<file path="src/hw/rtl/bstp_pkg.sv">
// ----------------------------------------------------------------------------
// bstp_pkg
// Shared types and constants of the bencode scalar token parser.
// ----------------------------------------------------------------------------
package bstp_pkg;

    // integer token width; accepted range is the signed range of this width
    localparam int VALUE_WIDTH = 64;
    localparam int OUT_W       = 64;
    localparam int LEN_W       = 31;
    localparam int BYTE_W      = 8;
    localparam int KIND_W      = 2;
    localparam int CODE_W      = 3;
    // accumulator holds either an integer magnitude or a string length
    localparam int ACC_W       = (VALUE_WIDTH > LEN_W) ? VALUE_WIDTH : LEN_W;
    localparam int ACC10_W     = ACC_W + 4;

    localparam logic [ACC10_W-1:0] POS_LIMIT =
        (ACC10_W'(1) << (VALUE_WIDTH - 1)) - ACC10_W'(1);
    localparam logic [ACC10_W-1:0] NEG_LIMIT = ACC10_W'(1) << (VALUE_WIDTH - 1);

    localparam logic [LEN_W-1:0] MAX_LEN_RESET = {LEN_W{1'b1}};

    localparam logic [BYTE_W-1:0] CH_ZERO  = 8'h30;
    localparam logic [BYTE_W-1:0] CH_NINE  = 8'h39;
    localparam logic [BYTE_W-1:0] CH_E     = 8'h65;
    localparam logic [BYTE_W-1:0] CH_I     = 8'h69;
    localparam logic [BYTE_W-1:0] CH_COLON = 8'h3A;
    localparam logic [BYTE_W-1:0] CH_MINUS = 8'h2D;

    localparam logic [KIND_W-1:0] KIND_INT   = 2'd0;
    localparam logic [KIND_W-1:0] KIND_BYTE  = 2'd1;
    localparam logic [KIND_W-1:0] KIND_EMPTY = 2'd2;
    localparam logic [KIND_W-1:0] KIND_ERROR = 2'd3;

    localparam logic [CODE_W-1:0] ERR_START    = 3'd0;
    localparam logic [CODE_W-1:0] ERR_DIGIT    = 3'd1;
    localparam logic [CODE_W-1:0] ERR_EMPTY    = 3'd2;
    localparam logic [CODE_W-1:0] ERR_OVERFLOW = 3'd3;
    localparam logic [CODE_W-1:0] ERR_LENGTH   = 3'd4;

    typedef enum logic [1:0] {
        MODE_IDLE    = 2'd0,
        MODE_INT     = 2'd1,
        MODE_LEN     = 2'd2,
        MODE_PAYLOAD = 2'd3
    } t_mode;

    typedef struct packed {
        t_mode              mode;
        logic               negative;
        logic               digit_seen;
        logic [ACC_W-1:0]   acc;
        logic [LEN_W-1:0]   remaining;
    } t_state;

    typedef struct packed {
        logic [KIND_W-1:0]       result_kind;
        logic signed [OUT_W-1:0] integer_value;
        logic [BYTE_W-1:0]       payload_byte;
        logic                    last_of_string;
        logic [CODE_W-1:0]       error_code;
    } t_result;

    localparam t_state IDLE_STATE = '{
        mode:       MODE_IDLE,
        negative:   1'b0,
        digit_seen: 1'b0,
        acc:        '0,
        remaining:  '0
    };

endpackage

</file>
<file path="src/hw/rtl/bstp_if.sv">
// ----------------------------------------------------------------------------
// bstp_in_if / bstp_out_if
// Valid/ready channels for stream bytes in and parse results out.
// ----------------------------------------------------------------------------
interface bstp_in_if;
    logic       valid;
    logic       ready;
    logic [7:0] stream_byte;

    modport source (output valid, output stream_byte, input ready);
    modport sink   (input valid, input stream_byte, output ready);
endinterface

interface bstp_out_if;
    logic               valid;
    logic               ready;
    logic [1:0]         result_kind;
    logic signed [63:0] integer_value;
    logic [7:0]         payload_byte;
    logic               last_of_string;
    logic [2:0]         error_code;

    modport source (output valid, output result_kind, output integer_value,
                    output payload_byte, output last_of_string, output error_code,
                    input ready);
    modport sink   (input valid, input result_kind, input integer_value,
                    input payload_byte, input last_of_string, input error_code,
                    output ready);
endinterface

</file>
<file path="src/hw/rtl/bstp_step.sv">
// ----------------------------------------------------------------------------
// bstp_step
// Next-state and result logic for one stream byte.
// ----------------------------------------------------------------------------
module bstp_step (
    input  bstp_pkg::t_state          i_state,
    input  logic [7:0]                i_byte,
    input  logic [bstp_pkg::LEN_W-1:0] i_max_len,
    output bstp_pkg::t_state          o_state,
    output logic                      o_emit,
    output bstp_pkg::t_result         o_result
);
    import bstp_pkg::*;

    logic                   is_digit;
    logic [3:0]             digit;
    logic [ACC10_W-1:0]     acc10;
    logic [ACC10_W-1:0]     max_ext;
    logic [ACC10_W-1:0]     int_limit;
    logic [VALUE_WIDTH-1:0] mag;
    logic [VALUE_WIDTH-1:0] value;

    assign is_digit  = (i_byte >= CH_ZERO) && (i_byte <= CH_NINE);
    assign digit     = is_digit ? 4'(i_byte - CH_ZERO) : 4'd0;
    // acc * 10 + digit
    assign acc10     = ACC10_W'({i_state.acc, 3'b000}) + ACC10_W'({i_state.acc, 1'b0})
                     + ACC10_W'(digit);
    assign max_ext   = ACC10_W'(i_max_len);
    assign int_limit = i_state.negative ? NEG_LIMIT : POS_LIMIT;
    assign mag       = i_state.acc[VALUE_WIDTH-1:0];
    assign value     = i_state.negative ? (VALUE_WIDTH'(0) - mag) : mag;

    always_comb begin
        o_state  = i_state;
        o_emit   = 1'b0;
        o_result = '0;
        case (i_state.mode)
            MODE_IDLE: begin
                if (i_byte == CH_I) begin
                    o_state      = IDLE_STATE;
                    o_state.mode = MODE_INT;
                end else if (is_digit) begin
                    o_state = IDLE_STATE;
                    if (LEN_W'(digit) > i_max_len) begin
                        o_emit               = 1'b1;
                        o_result.result_kind = KIND_ERROR;
                        o_result.error_code  = ERR_LENGTH;
                    end else begin
                        o_state.mode = MODE_LEN;
                        o_state.acc  = ACC_W'(digit);
                    end
                end else begin
                    o_state              = IDLE_STATE;
                    o_emit               = 1'b1;
                    o_result.result_kind = KIND_ERROR;
                    o_result.error_code  = ERR_START;
                end
            end
            MODE_INT: begin
                if (i_byte == CH_MINUS && !i_state.digit_seen && !i_state.negative) begin
                    o_state.negative = 1'b1;
                end else if (i_byte == CH_E) begin
                    o_state = IDLE_STATE;
                    o_emit  = 1'b1;
                    if (!i_state.digit_seen) begin
                        o_result.result_kind = KIND_ERROR;
                        o_result.error_code  = ERR_EMPTY;
                    end else begin
                        o_result.result_kind   = KIND_INT;
                        o_result.integer_value = OUT_W'($signed(value));
                    end
                end else if (!is_digit) begin
                    o_state              = IDLE_STATE;
                    o_emit               = 1'b1;
                    o_result.result_kind = KIND_ERROR;
                    o_result.error_code  = ERR_DIGIT;
                end else if (acc10 > int_limit) begin
                    o_state              = IDLE_STATE;
                    o_emit               = 1'b1;
                    o_result.result_kind = KIND_ERROR;
                    o_result.error_code  = ERR_OVERFLOW;
                end else begin
                    o_state.acc        = acc10[ACC_W-1:0];
                    o_state.digit_seen = 1'b1;
                end
            end
            MODE_LEN: begin
                if (i_byte == CH_COLON) begin
                    if (i_state.acc == '0) begin
                        o_state              = IDLE_STATE;
                        o_emit               = 1'b1;
                        o_result.result_kind = KIND_EMPTY;
                    end else begin
                        o_state.remaining = i_state.acc[LEN_W-1:0];
                        o_state.acc       = '0;
                        o_state.mode      = MODE_PAYLOAD;
                    end
                end else if (!is_digit) begin
                    o_state              = IDLE_STATE;
                    o_emit               = 1'b1;
                    o_result.result_kind = KIND_ERROR;
                    o_result.error_code  = ERR_DIGIT;
                end else if (acc10 > max_ext) begin
                    o_state              = IDLE_STATE;
                    o_emit               = 1'b1;
                    o_result.result_kind = KIND_ERROR;
                    o_result.error_code  = ERR_LENGTH;
                end else begin
                    o_state.acc = acc10[ACC_W-1:0];
                end
            end
            MODE_PAYLOAD: begin
                o_emit                = 1'b1;
                o_result.result_kind  = KIND_BYTE;
                o_result.payload_byte = i_byte;
                if (i_state.remaining <= LEN_W'(1)) begin
                    o_state                 = IDLE_STATE;
                    o_result.last_of_string = 1'b1;
                end else begin
                    o_state.remaining = i_state.remaining - LEN_W'(1);
                end
            end
            default: begin
                o_state = IDLE_STATE;
            end
        endcase
    end

endmodule

</file>
<file path="src/hw/rtl/bencode_scalar_token_parser.sv">
// ----------------------------------------------------------------------------
// bencode_scalar_token_parser
// Parses bencode integer and byte-string tokens from a byte stream.
//
//   channel  dir  handshake    payload
//   i_in     in   valid/ready  stream_byte
//   o_out    out  valid/ready  result_kind, integer_value, payload_byte,
//                              last_of_string, error_code
//   i_cfg_*  in   write enable max_string_length (31 bits)
//
// one byte per cycle sustained while the output is not stalled; a byte is held in the
// input register and its result (if any) is then registered in the output register
// the accumulator update (acc * 10 + digit and its limit compare) sets the path
// synchronous active-low reset returns the parser to idle, limit to 2^31-1
// a stalled output holds the input register; a byte with no result still
// waits for the output register to be free
// ----------------------------------------------------------------------------
module bencode_scalar_token_parser (
    input  logic                       i_clk,
    input  logic                       i_rst_n,
    input  logic                       i_cfg_we,
    input  logic [bstp_pkg::LEN_W-1:0] i_cfg_wdata,
    bstp_in_if.sink                    i_in,
    bstp_out_if.source                 o_out
);
    import bstp_pkg::*;

    logic             r_in_valid, n_in_valid;
    logic [7:0]       r_in_byte, n_in_byte;
    t_state           r_state, n_state;
    logic [LEN_W-1:0] r_max_len, n_max_len;
    logic             r_out_valid, n_out_valid;
    t_result          r_out, n_out;

    t_state           step_state;
    logic             step_emit;
    t_result          step_result;
    logic             advance;
    logic             accept;

    bstp_step u_step (
        .i_state   (r_state),
        .i_byte    (r_in_byte),
        .i_max_len (r_max_len),
        .o_state   (step_state),
        .o_emit    (step_emit),
        .o_result  (step_result)
    );

    assign advance    = r_in_valid && (!r_out_valid || o_out.ready);
    assign i_in.ready = !r_in_valid || advance;
    assign accept     = i_in.valid && i_in.ready;

    always_comb begin
        n_in_valid  = r_in_valid;
        n_in_byte   = r_in_byte;
        n_state     = r_state;
        n_max_len   = r_max_len;
        n_out_valid = r_out_valid;
        n_out       = r_out;
        if (i_cfg_we) begin
            n_max_len = i_cfg_wdata;
        end
        if (r_out_valid && o_out.ready) begin
            n_out_valid = 1'b0;
        end
        if (advance) begin
            n_in_valid = 1'b0;
            n_state    = step_state;
            if (step_emit) begin
                n_out_valid = 1'b1;
                n_out       = step_result;
            end
        end
        if (accept) begin
            n_in_valid = 1'b1;
            n_in_byte  = i_in.stream_byte;
        end
    end

    always_ff @(posedge i_clk) begin
        if (!i_rst_n) begin
            r_in_valid  <= 1'b0;
            r_state     <= IDLE_STATE;
            r_max_len   <= MAX_LEN_RESET;
            r_out_valid <= 1'b0;
        end else begin
            r_in_valid  <= n_in_valid;
            r_state     <= n_state;
            r_max_len   <= n_max_len;
            r_out_valid <= n_out_valid;
        end
        r_in_byte <= n_in_byte;
        r_out     <= n_out;
    end

    assign o_out.valid          = r_out_valid;
    assign o_out.result_kind    = r_out.result_kind;
    assign o_out.integer_value  = r_out.integer_value;
    assign o_out.payload_byte   = r_out.payload_byte;
    assign o_out.last_of_string = r_out.last_of_string;
    assign o_out.error_code     = r_out.error_code;

    // payload mode always has at least one byte left to pass
    a_payload_count: assert property (@(posedge i_clk) disable iff (!i_rst_n)
        r_state.mode == MODE_PAYLOAD |-> r_state.remaining != '0)
        else $error("payload mode with zero bytes remaining");

    // byte count only lives in payload mode
    a_remaining_clear: assert property (@(posedge i_clk) disable iff (!i_rst_n)
        r_state.mode != MODE_PAYLOAD |-> r_state.remaining == '0)
        else $error("stale byte count outside payload mode");

    // sign and digit flags only belong to an integer token
    a_int_flags: assert property (@(posedge i_clk) disable iff (!i_rst_n)
        r_state.mode != MODE_INT |-> !r_state.negative && !r_state.digit_seen)
        else $error("integer flags set outside integer mode");

    // an item waiting in the output register is never overwritten
    a_no_overwrite: assert property (@(posedge i_clk) disable iff (!i_rst_n)
        r_out_valid && !o_out.ready |-> !advance)
        else $error("input stage advanced over a stalled result");

    // error items carry a defined code and no payload
    a_error_item: assert property (@(posedge i_clk) disable iff (!i_rst_n)
        r_out_valid && r_out.result_kind == KIND_ERROR |->
            r_out.error_code <= ERR_LENGTH && r_out.payload_byte == '0
            && !r_out.last_of_string)
        else $error("malformed error item");

endmodule
</file>
<file path="src/flat_wrapper.sv">
// flat-port wrapper written by rule: the top's interface ports become plain ports
module bencode_scalar_token_parser_flat import bstp_pkg::*;
  (i_clk, i_rst_n, i_cfg_we, i_cfg_wdata, i_in_valid, i_in_stream_byte, i_in_ready, o_out_valid, o_out_result_kind, o_out_integer_value, o_out_payload_byte, o_out_last_of_string, o_out_error_code, o_out_ready);
  bstp_in_if i_in_i ();
  bstp_out_if o_out_i ();
  input  logic i_clk;
  input  logic i_rst_n;
  input  logic i_cfg_we;
  input  logic [bstp_pkg::LEN_W-1:0] i_cfg_wdata;
  input wire logic [$bits(i_in_i.valid)-1:0] i_in_valid;
  input wire logic [$bits(i_in_i.stream_byte)-1:0] i_in_stream_byte;
  output wire logic [$bits(i_in_i.ready)-1:0] i_in_ready;
  output wire logic [$bits(o_out_i.valid)-1:0] o_out_valid;
  output wire logic [$bits(o_out_i.result_kind)-1:0] o_out_result_kind;
  output wire logic [$bits(o_out_i.integer_value)-1:0] o_out_integer_value;
  output wire logic [$bits(o_out_i.payload_byte)-1:0] o_out_payload_byte;
  output wire logic [$bits(o_out_i.last_of_string)-1:0] o_out_last_of_string;
  output wire logic [$bits(o_out_i.error_code)-1:0] o_out_error_code;
  input wire logic [$bits(o_out_i.ready)-1:0] o_out_ready;
  assign i_in_i.valid = i_in_valid;
  assign i_in_i.stream_byte = i_in_stream_byte;
  assign i_in_ready = i_in_i.ready;
  assign o_out_valid = o_out_i.valid;
  assign o_out_result_kind = o_out_i.result_kind;
  assign o_out_integer_value = o_out_i.integer_value;
  assign o_out_payload_byte = o_out_i.payload_byte;
  assign o_out_last_of_string = o_out_i.last_of_string;
  assign o_out_error_code = o_out_i.error_code;
  assign o_out_i.ready = o_out_ready;
  bencode_scalar_token_parser u_core (.i_clk(i_clk), .i_rst_n(i_rst_n), .i_cfg_we(i_cfg_we), .i_cfg_wdata(i_cfg_wdata), .i_in(i_in_i), .o_out(o_out_i));
endmodule
</file>
<file path="config.mk">
export PLATFORM = sky130hd
export DESIGN_NAME = bencode_scalar_token_parser_flat
export DESIGN_NICKNAME = d
export VERILOG_FILES = /design/src/hw/rtl/bstp_pkg.sv /design/src/hw/rtl/bstp_if.sv /design/src/hw/rtl/bstp_step.sv /design/src/hw/rtl/bencode_scalar_token_parser.sv /design/src/flat_wrapper.sv
export SDC_FILE = /design/constraint.sdc
export NUM_CORES = 1
export LEC_CHECK = 0
export BUFFER_PORTS_ARGS = -buffer_cell sky130_fd_sc_hd__buf_2
export CORE_MARGIN = 1.5
export CORE_UTILIZATION = 55
export DETAILED_ROUTE_END_ITERATION = 12
export GPL_TIMING_DRIVEN = 1
export PLACE_DENSITY = 0.7
export SLEW_MARGIN = 30
export SYNTH_ARGS = -nofsm -noshare
export SYNTH_HDL_FRONTEND = slang
export SYNTH_SLANG_ARGS = --single-unit
</file>
<file path="constraint.sdc">
create_clock -name i_clk -period 13.8 [get_ports i_clk]
set_input_delay 0 -clock i_clk [delete_from_list [all_inputs] [get_ports i_clk]]
set_output_delay 0 -clock i_clk [all_outputs]
set_load 0.02 [all_outputs]
</file>
Word level (Yosys, flattened, before mapping)
Cells that the tools add are included.

Register bits after elaboration: 218. Input bits: 44. Output and inout bits: 80. Word-level logic and storage cells: 134.

Add/sub/neg operators: 5. $lt $le $gt $ge: 6. Equal/unequal tests: 13. Mux-type cells: 71. Bitwise gates (word level): 3. Reduce and logical (&&, ||, !) cells: 22.

Operators by type and width (number): 99-bit two-way mux (6); 99-bit one-hot mux with 4 select lines (1); 64-bit two-way mux (5); 31-bit two-way mux (4); 96-bit two-way mux (1); 67-bit by 65-bit adder with 68-bit output (1); 68-bit by 4-bit adder with 68-bit output (1); 68-bit by 31-bit greater-than comparator with 1-bit output (1); 68-bit by 64-bit greater-than comparator with 1-bit output (1); 68-bit two-way mux (1); 66-bit two-way mux (1); 65-bit two-way mux (1); 64-bit zero test (1); 1-bit by 64-bit subtractor with 64-bit output (first input constant) (1); 2-bit two-way mux (20); 4-bit by 31-bit greater-than comparator with 1-bit output (1); 31-bit by 1-bit less-or-equal comparator with 1-bit output (second input constant) (1); 31-bit by 1-bit subtractor with 31-bit output (second input constant) (1); 3-bit two-way mux (7); 1-bit two-way mux (18); 8-bit by 6-bit equality test with 1-bit output (second input constant) (2); 8-bit by 7-bit equality test with 1-bit output (second input constant) (2); 5-bit AND reduction (3); 4-bit two-way mux (3); 22 further kinds (36).

Depth between registers and ports, before layout
Gate-level depths: netlist (run 1).

Word-level depth: 12. Mapped depth: 31. Depth with buffers taken out: 28.

By module
A second synthesis (run 1) with hierarchy kept.

Cell total of the unflattened synthesis: 2389. Area, all modules: 19621.3 um^2.

Modules (own cells, without submodules): bstp_step (instances 1, cells each 1761, area an instance 11955.2 um^2, sequential area each 0.0 um^2); bencode_scalar_token_parser (instances 1, cells each 628, area an instance 7666.1 um^2, sequential area each 5225.0 um^2).

Worst setup path before layout (run 1)
Ideal clock, no wire load.

Kind: register to register. Start: register u_core.r_in_byte[6]. End: register u_core.r_out, in the netlist u_core.o_out.error_code[0], enable pin. Setup time: 0.515 ns. Arrival: 8.684 ns. Data required time: 13.285 ns. Path slack: 4.601 ns. Stages on the path, launching flop included: 26. Path buffers: 0. Period minus slack after synthesis: 9.199 ns. Cell sequence: edfxtp_1 -> nor4bb_1 -> and2_1 -> nand2_1 -> xnor2_1 -> ha_1 -> o21bai_1 -> ha_1 -> a211oi_1 -> o211ai_1 -> a22oi_1 -> nor2b_1 -> o31ai_1 -> a41oi_1 -> xnor2_1 -> ha_1 -> nand4_1 -> nor4_1 -> nand3_1 -> o21ai_0 -> a221oi_1 -> or3_1 -> and2_1 -> a21boi_0 -> nor3_1 -> nor2_1.

Word-level cells in the longest chain between the ends: 11. Elaborated cells on any way between the ends: 26. Classes of those cells: add/sub: 1; order compare: 5; eq/ne: 4; mux: 12; reduce/logical: 4.

Ends and longest elaborated chain: from (decl) (line bencode_scalar_token_parser.sv:29) `logic [7:0] r_in_byte, n_in_byte;`; from (signal assigned) (line bencode_scalar_token_parser.sv:93) `r_in_byte <= n_in_byte;`; 8-bit by 6-bit >= comparator with 1-bit output / 8-bit by 6-bit less-or-equal comparator with 1-bit output (equally long branches) (line bstp_step.sv:23) `assign is_digit = (i_byte >= CH_ZERO) && (i_byte <= CH_NINE);`; 1-bit logical AND (line bstp_step.sv:23); 4-bit two-way mux (line bstp_step.sv:24) `assign digit = is_digit ? 4'(i_byte - CH_ZERO) : 4'd0;`; 68-bit by 4-bit adder with 68-bit output (line bstp_step.sv:27) `+ ACC10_W'(digit);`; 68-bit by 64-bit greater-than comparator with 1-bit output (line bstp_step.sv:77) `end else if (acc10 > int_limit) begin`; 1-bit two-way mux (line bstp_step.sv:77); 1-bit two-way mux (line bstp_step.sv:72) `end else if (!is_digit) begin`; 1-bit two-way mux (line bstp_step.sv:62) `end else if (i_byte == CH_E) begin`; 1-bit two-way mux (line bstp_step.sv:60) `if (i_byte == CH_MINUS && !i_state.digit_seen && !i_state.negative) begin`; 1-bit one-hot mux with 4 select lines * (line bstp_step.sv:37) `case (i_state.mode)`; 2-bit AND reduction (no source line) *; to (signal assigned) (line bencode_scalar_token_parser.sv:94) `r_out <= n_out;`; to (decl) (line bencode_scalar_token_parser.sv:33) `t_result r_out, n_out;`.

Mark *: on every way between the ends. The rest lies on a longest branch, timed or not. A chain may end at the register's enable or synchronous reset.

Worst setup path after layout (run 1)
Start: register u_core.r_in_byte[6]. End: register u_core.r_state[85] (netlist bit).

Word-level cells in the longest chain between the ends: 10. Elaborated cells on any way between the ends: 24. Classes of those cells: add/sub: 1; order compare: 4; eq/ne: 5; mux: 10; reduce/logical: 4.

Ends and longest elaborated chain: 8-bit by 6-bit >= comparator with 1-bit output / 8-bit by 6-bit less-or-equal comparator with 1-bit output (equally long branches) (line bstp_step.sv:23); 1-bit logical AND (line bstp_step.sv:23); 4-bit two-way mux (line bstp_step.sv:24); 68-bit by 4-bit adder with 68-bit output (line bstp_step.sv:27); 68-bit by 64-bit greater-than comparator with 1-bit output (line bstp_step.sv:77); 65-bit two-way mux (line bstp_step.sv:77); 99-bit two-way mux (line bstp_step.sv:72); 99-bit two-way mux (line bstp_step.sv:62); 96-bit two-way mux (line bstp_step.sv:60); 99-bit one-hot mux with 4 select lines (line bstp_step.sv:37); to (signal assigned) (line bencode_scalar_token_parser.sv:89) `r_state <= n_state;`; to (decl) (line bencode_scalar_token_parser.sv:30) `t_state r_state, n_state;`.

Several ways; a longest one is shown, not always the timed one. The select of a mux whose other input is x is not followed.

==> results of run 1 <==
## where the power goes
group          internal, uW  total, uW  switching (uW)
combinational          56.4        159             103
clock                   365        635             270
sequential              693        710            16.8
total                  1110       1500             389
## kinds of logic after synthesis
group / synth area share [%]
AO/OA/AOI/OAI: 24.6
XOR/XNOR: 6.17
adder cells (fa/ha/maj): 16.4
AND/OR/NAND/NOR: 19.0
flip-flops: 29.7
multiplexers: 0.426
buffers and inverters: 3.74
## synth_stat cells (all sizes together) (6+ instances only)
| cell type | count | share of area [%] |
|---|---|---|
| clkbuf | 101 | 2.2 |
| ha | 228 | 16 |
| o21ai | 123 | 3.5 |
| nor2b | 12 | 0.47 |
| and4 | 8 | 0.40 |
| nand3 | 36 | 1.0 |
| o31ai | 27 | 1.2 |
| o22ai | 9 | 0.32 |
| o41ai | 15 | 0.75 |
| dfxtp | 132 | 15 |
| o221a | 10 | 0.64 |
| nor2 | 181 | 3.9 |
| or4 | 18 | 0.81 |
| nor3 | 46 | 1.3 |
| or3 | 34 | 1.3 |
| o21a | 18 | 0.77 |
| edfxtp | 86 | 15 |
| a22o | 61 | 3.0 |
| and2 | 13 | 0.46 |
| a2111oi | 6 | 0.30 |
| or2 | 14 | 0.50 |
| xor2 | 93 | 4.6 |
| nand2 | 153 | 3.3 |
| nand4 | 65 | 2.3 |
| buf | 11 | 0.41 |
| a221oi | 6 | 0.30 |
| xnor2 | 31 | 1.5 |
| o211ai | 37 | 1.6 |
| a21o | 54 | 2.3 |
| o21bai | 9 | 0.38 |
| inv | 55 | 1.2 |
| nand2b | 16 | 0.57 |
| and3 | 16 | 0.57 |
| a31oi | 29 | 1.0 |
| nand3b | 6 | 0.26 |
| nor4 | 31 | 1.1 |
| a211oi | 17 | 0.72 |
| a22oi | 16 | 0.68 |
| a21oi | 165 | 4.7 |
| a311oi | 21 | 1.0 |
## per-layer routing
layer	track usage (%)	vias to the layer above
met3	5.62	134
met5	0	-
met4	11.6	0
met2	55.4	861
li1	-	8071
met1	52.4	8165
## sequential cells by signal, summed over array words and instances, names as in the netlist
name                         count
u_core.r_state                  99
u_core.o_out.integer_value      64
u_core.r_max_len                31
u_core.o_out.payload_byte        8
u_core.r_in_byte                 8
u_core.o_out.error_code          3
u_core.o_out.result_kind         2
u_core.o_out.last_of_string      1
u_core.o_out.valid               1
u_core.r_in_valid                1
## cell type report
class / count / area [sq um] / area share (%)
inverters: 55 / 206 / 1.05
clock buffers: 33 / 676 / 3.44
repair buffers: 182 / 1170 / 5.95
well taps: 402 / 503 / 2.56
clock inverters: 11 / 108 / 0.547
flip-flops and latches: 218 / 5230 / 26.6
multi-input cells: 1676 / 11800 / 59.9
## path summary, 6_finish.rpt
kind	end	slack [ns]	cells after the start
worst max register to register	u_core.r_state[85]	4.98	27
worst max-delay path	u_core.r_state[85]	4.98	27
worst min register to register	u_core.r_max_len[12]	0.51	2
worst min-delay path	u_core.r_max_len[14]	-0.004	3
## worst min-delay path, stage by stage
cell	delay, ns
buf_4	0.28
nand2_1	0.11
o211ai_1	0.07
## per-stage QoR
| step | instance area, sq um | util, % | total power (uW) | hold slack [ns] |
|---|---|---|---|---|
| after floorplan | 17600 | - | 822 | 0.0989 |
| after global placement | 18400 | 58.5 | 867 | 0.181 |
| after detailed placement | 18400 | 58.5 | 869 | 0.182 |
| after CTS | 19700 | 62.3 | 1510 | 0.0598 |
| after global routing | 19700 | 62.3 | 1550 | 0.0283 |
| final | 19700 | 62.3 | 1500 | -0.00378 |
## repair_timing
item	CTS	global route
hold buffers	42	0
resized for setup	0	0
endpoints found under the hold margin	41	0
## placed cells by master (no fill, tap or decap), drive strengths merged, types with 65 or more instances in the layout
cell,instances
nand4,65
a21oi,165
ha,228
xor2,93
edfxtp,86
dfxtp,132
nand2,153
o21ai,123
nor2,181
buf,140
==> results.cfg, run 1 <==
[run_status]
status = complete, but fails checks
violations = negative hold slack

[floorplan]
io_pins = 124
initial_core_util_pct = 55.8
die_area_sq_um = 33100
die_h_microns = 182
rows = 65
die_w_microns = 182
core_sq_um = 31600

[grt]
gr-usage-all-layers_pct = 36.3
grt_max_degree = 91
grt-ovfl-total = 0
grt_pass1_vias = 16000
grt_pass1_wl_microns = 93600
antenna_found_initial = 1

[yosys]
synth_seq_cells = 218
netlist_instances = 2061
ys.flop_type = dfxtp_1
ys_async_sr_fraction_pct = 0
syn_nets = 2334
synth_edf_count = 86
synth_area_per_cell_sq_um = 8.55
seq_area_frac_synth_pct = 29.7
synth.distinct_cells = 77
ys_warn_count = 0
synth_area_sq_um = 17600

[routing]
num_vias = 17200
wl_met1_microns = 27300
drc = 0
wl_per_cell_microns = 23.6
wl_met3_microns = 5720
top_layer = met4
wl_met2_microns = 25800
routed_wl_microns = 60900
ant_nets = 0
first_iter_violations = 1932
first_pass_iters = 6
via_per_inst = 6.69

[worst_setup_path]
crit_family = compound AO/OA/AOI/OAI gates
max_stage_delay_ns = 0.73
crit_required_ns = 14.27
arrival_ns = 9.29
path_buf_inv = 2
crit_fanout = 60
cpMaxStageDelayCell = nor4bb_1
cp-startpoint = u_core.r_in_byte[6]
path_class = reg2reg
cpMostUsedCell = ha_1
reg2reg_from = u_core.r_in_byte[6]
cp-end-kind = flip-flop
cp-start-kind = flip-flop

[clocking]
cts_buffer_depth = 3
root_buffer = clkbuf_16
cts_sinks = 218
clk_pin_slew_worst_paths_ns = 0.06
cts_tree = built
clock_latency_ns = 0.53
cts_buffers = 24
h-tree-depth = 1
cts_setup_buffers = 0

[hold_path]
hold_start = i_cfg_we
hp-class = in2reg

[timing]
finalClockSkew_ns = 0.0176
period_share_pct = 63.9
min_period_ns = 8.82
final-hold-violation-count = 3
slew_headroom_pct = 23.5
max_freq_mhz = 113
finalSetupTns_ns = 0
setup_ws_ns = 4.98
grt_setup_unrepaired = false
maxSlewViolCount = 0
whs_ns = -0.00378
worstMarginPinSlew_ns = 1.14
final-setup-viol-count = 0

[pwr]
ir_drop_uv = 78.3
power_density_nw_per_um2 = 76.5
p_leak_uw = 0.00899

[placement]
gp_congestion = 1.03
dpl.hpwl_microns = 46800
place_ws_ns = 5.34
io_buffers = 123
dp_cells = 2491

[layout]
final-instance-count-excl-fill = 2577
drive_above_1_share_pct = 10.3
n_antenna_cell = 0
layout.nets = 2430
n_fill_cell = 2824
syn_to_final_growth_pct = 11.6

[run]
drv_cap = 0
No activity file was read; power rests on OpenSTA's default activity.
==> inputs of run 2 (changes only) <==
==> constraint.sdc (replaced) <==
create_clock -name i_clk -period 9 [get_ports i_clk]
set_input_delay 0 -clock i_clk [delete_from_list [all_inputs] [get_ports i_clk]]
set_output_delay 0 -clock i_clk [all_outputs]
set_load 0.02 [all_outputs]
==> results.cfg, run 2 (synthesized netlist as in run 1, its figures left out) <==
[timing]
max_freq_mhz = 121
finalSetupTns_ns = 0
period_share_pct = 91.9
maxSlewViolCount = 0
grt_setup_unrepaired = false
finalClockSkew_ns = 0.0116
worstMarginPinSlew_ns = 0.943
slew_headroom_pct = 36.6
final-hold-violation-count = 0
final-setup-viol-count = 0
min_period_ns = 8.27

[pwr]
p_sw_uw = 605
ir_drop_uv = 129
comb_power_share_pct = 10.2
power.total_uw = 2400
switching_share_pct = 25.2
p_leak_uw = 0.00904
p_seq_share_pct = 45.3
cellInternalPower_uw = 1800
power_density_nw_per_um2 = 121
p_clk_share_pct = 44.5

[layout]
syn_to_final_growth_pct = 12.2
drive_above_1_share_pct = 10.4
final_common_cell = ha_1
n_antenna_cell = 0
layout.nets = 2435
fin_area_sq_um = 19800
top_register = u_core.r_state
final_cell_mix = 228 x ha_1, 178 x nor2_1, 163 x a21oi_1
largest_reg_flops = 99

[floorplan]
rows = 65
die_h_microns = 182
io_pins = 124
die_area_sq_um = 33100
die_w_microns = 182
initial_core_util_pct = 55.8
core_sq_um = 31600

[grt]
antenna_found_initial = 0
use_met2_pct = 55.3
use_met3_pct = 4.69
grt_max_degree = 81
grt_pass1_wl_microns = 93700
grt_pass1_vias = 16000
gr-usage-all-layers_pct = 36.3
grt-ovfl-total = 0
grtUsageMet1_pct = 53.2
gr-max-usage-layer = met2

[clocking]
clk_pin_slew_worst_paths_ns = 0.06
cts_tree = built
h-tree-depth = 1
cts_buffers = 24
cts_sinks = 218
root_buffer = clkbuf_16
cts_buffer_depth = 3
clock_latency_ns = 0.53

[placement]
dpl.hpwl_microns = 46500
gp_congestion = 1.05
io_buffers = 123
placed_cell_area_sq_um = 18500

[worst_setup_path]
path_buf_inv = 2
crit_required_ns = 9.46
path_class = reg2reg
cpMaxStageDelayCell = nor4bb_1
r2r_setup_slack_ns = 0.73
crit_family = simple AND/OR/NAND/NOR gates
cp-end-kind = flip-flop
cp-start-kind = flip-flop
arrival_ns = 8.73
crit_fanout = 36
max_stage_delay_ns = 0.70

[routing]
num_vias = 17300
drc = 0
first_iter_violations = 1849
ant_nets = 0
wl_per_cell_microns = 23.6
routed_wl_microns = 61000
first_pass_iters = 5
via_per_inst = 6.70

[hold_path]
hp-class = in2reg

[run]
drv_cap = 0

[run_status]
status = finished, final reports clean
## run 2: cell count changes in the layout (fill, tap and decap cells not counted), sizes merged
cell | previous run | this run
inv | 57 | 56
buf | 140 | 145
clkbuf | 33 | 31
bufinv | 1 | 5
clkinvlp | 2 | 1
## run 2: path summary, 6_finish.rpt
kind | cells after the start | from | end
worst max register to register | 28 | u_core.r_in_byte[6] | u_core.r_state[75]
worst min register to register | 2 | u_core.r_max_len[9] | u_core.r_max_len[9]
worst max-delay path | 28 | u_core.r_in_byte[6] | u_core.r_state[75]
worst min-delay path | 3 | i_cfg_we | u_core.r_max_len[16]
## run 2: timing repair
action / CTS / global route
hold buffers: 42 / 0
resized for setup: 0 / 0
endpoints found under the hold margin: 41 / 0
buffers inserted: 0 / 0
## run 2: power groups by stage
stage	clock network (uW)	logic (uW)	registers, uW
5_1_grt	1110	266	1090
2_1_floorplan	0	137	1120
3_3_place_gp	0	221	1110
3_5_place_dp	0	224	1110
6_report	1070	244	1090
4_1_cts	1070	240	1090
## run 2: layout make-up
type | count | area (sq um)
clock buffer | 31 | 637
fill | 2815 | 11800
clock inverter | 13 | 208
tap | 402 | 503
timing repair buffer | 187 | 1220
sequential | 218 | 5230
inverter | 55 | 206
multi-input combinational | 1676 | 11800
## run 2: through the flow
| stage | instances | worst slack (ns) | hold WS (ns) | util (%) |
|---|---|---|---|---|
| final | 2582 | 0.730 | 0.00105 | 62.7 |
| after global routing | 2582 | 0.0832 | 0.0354 | 62.7 |
| after CTS | 2582 | 1.00 | 0.0588 | 62.7 |
| after detailed placement | 2496 | 1.07 | 0.182 | 58.6 |
| after global placement | 2496 | 1.28 | 0.182 | 58.6 |
| after floorplan | 2061 | 1.10 | 0.0989 | - |
## run 2: per-layer routing
layer	routed length, microns	part of all wire [%]
met2	25600	42
met1	27800	46
met5	0	0
met3	5410	8.9
met4	2180	3.6
## run 2: tightest hold or removal path: stages
cell and delay (ns):
buf_4 0.28, nand2_1 0.12, o211ai_1 0.07
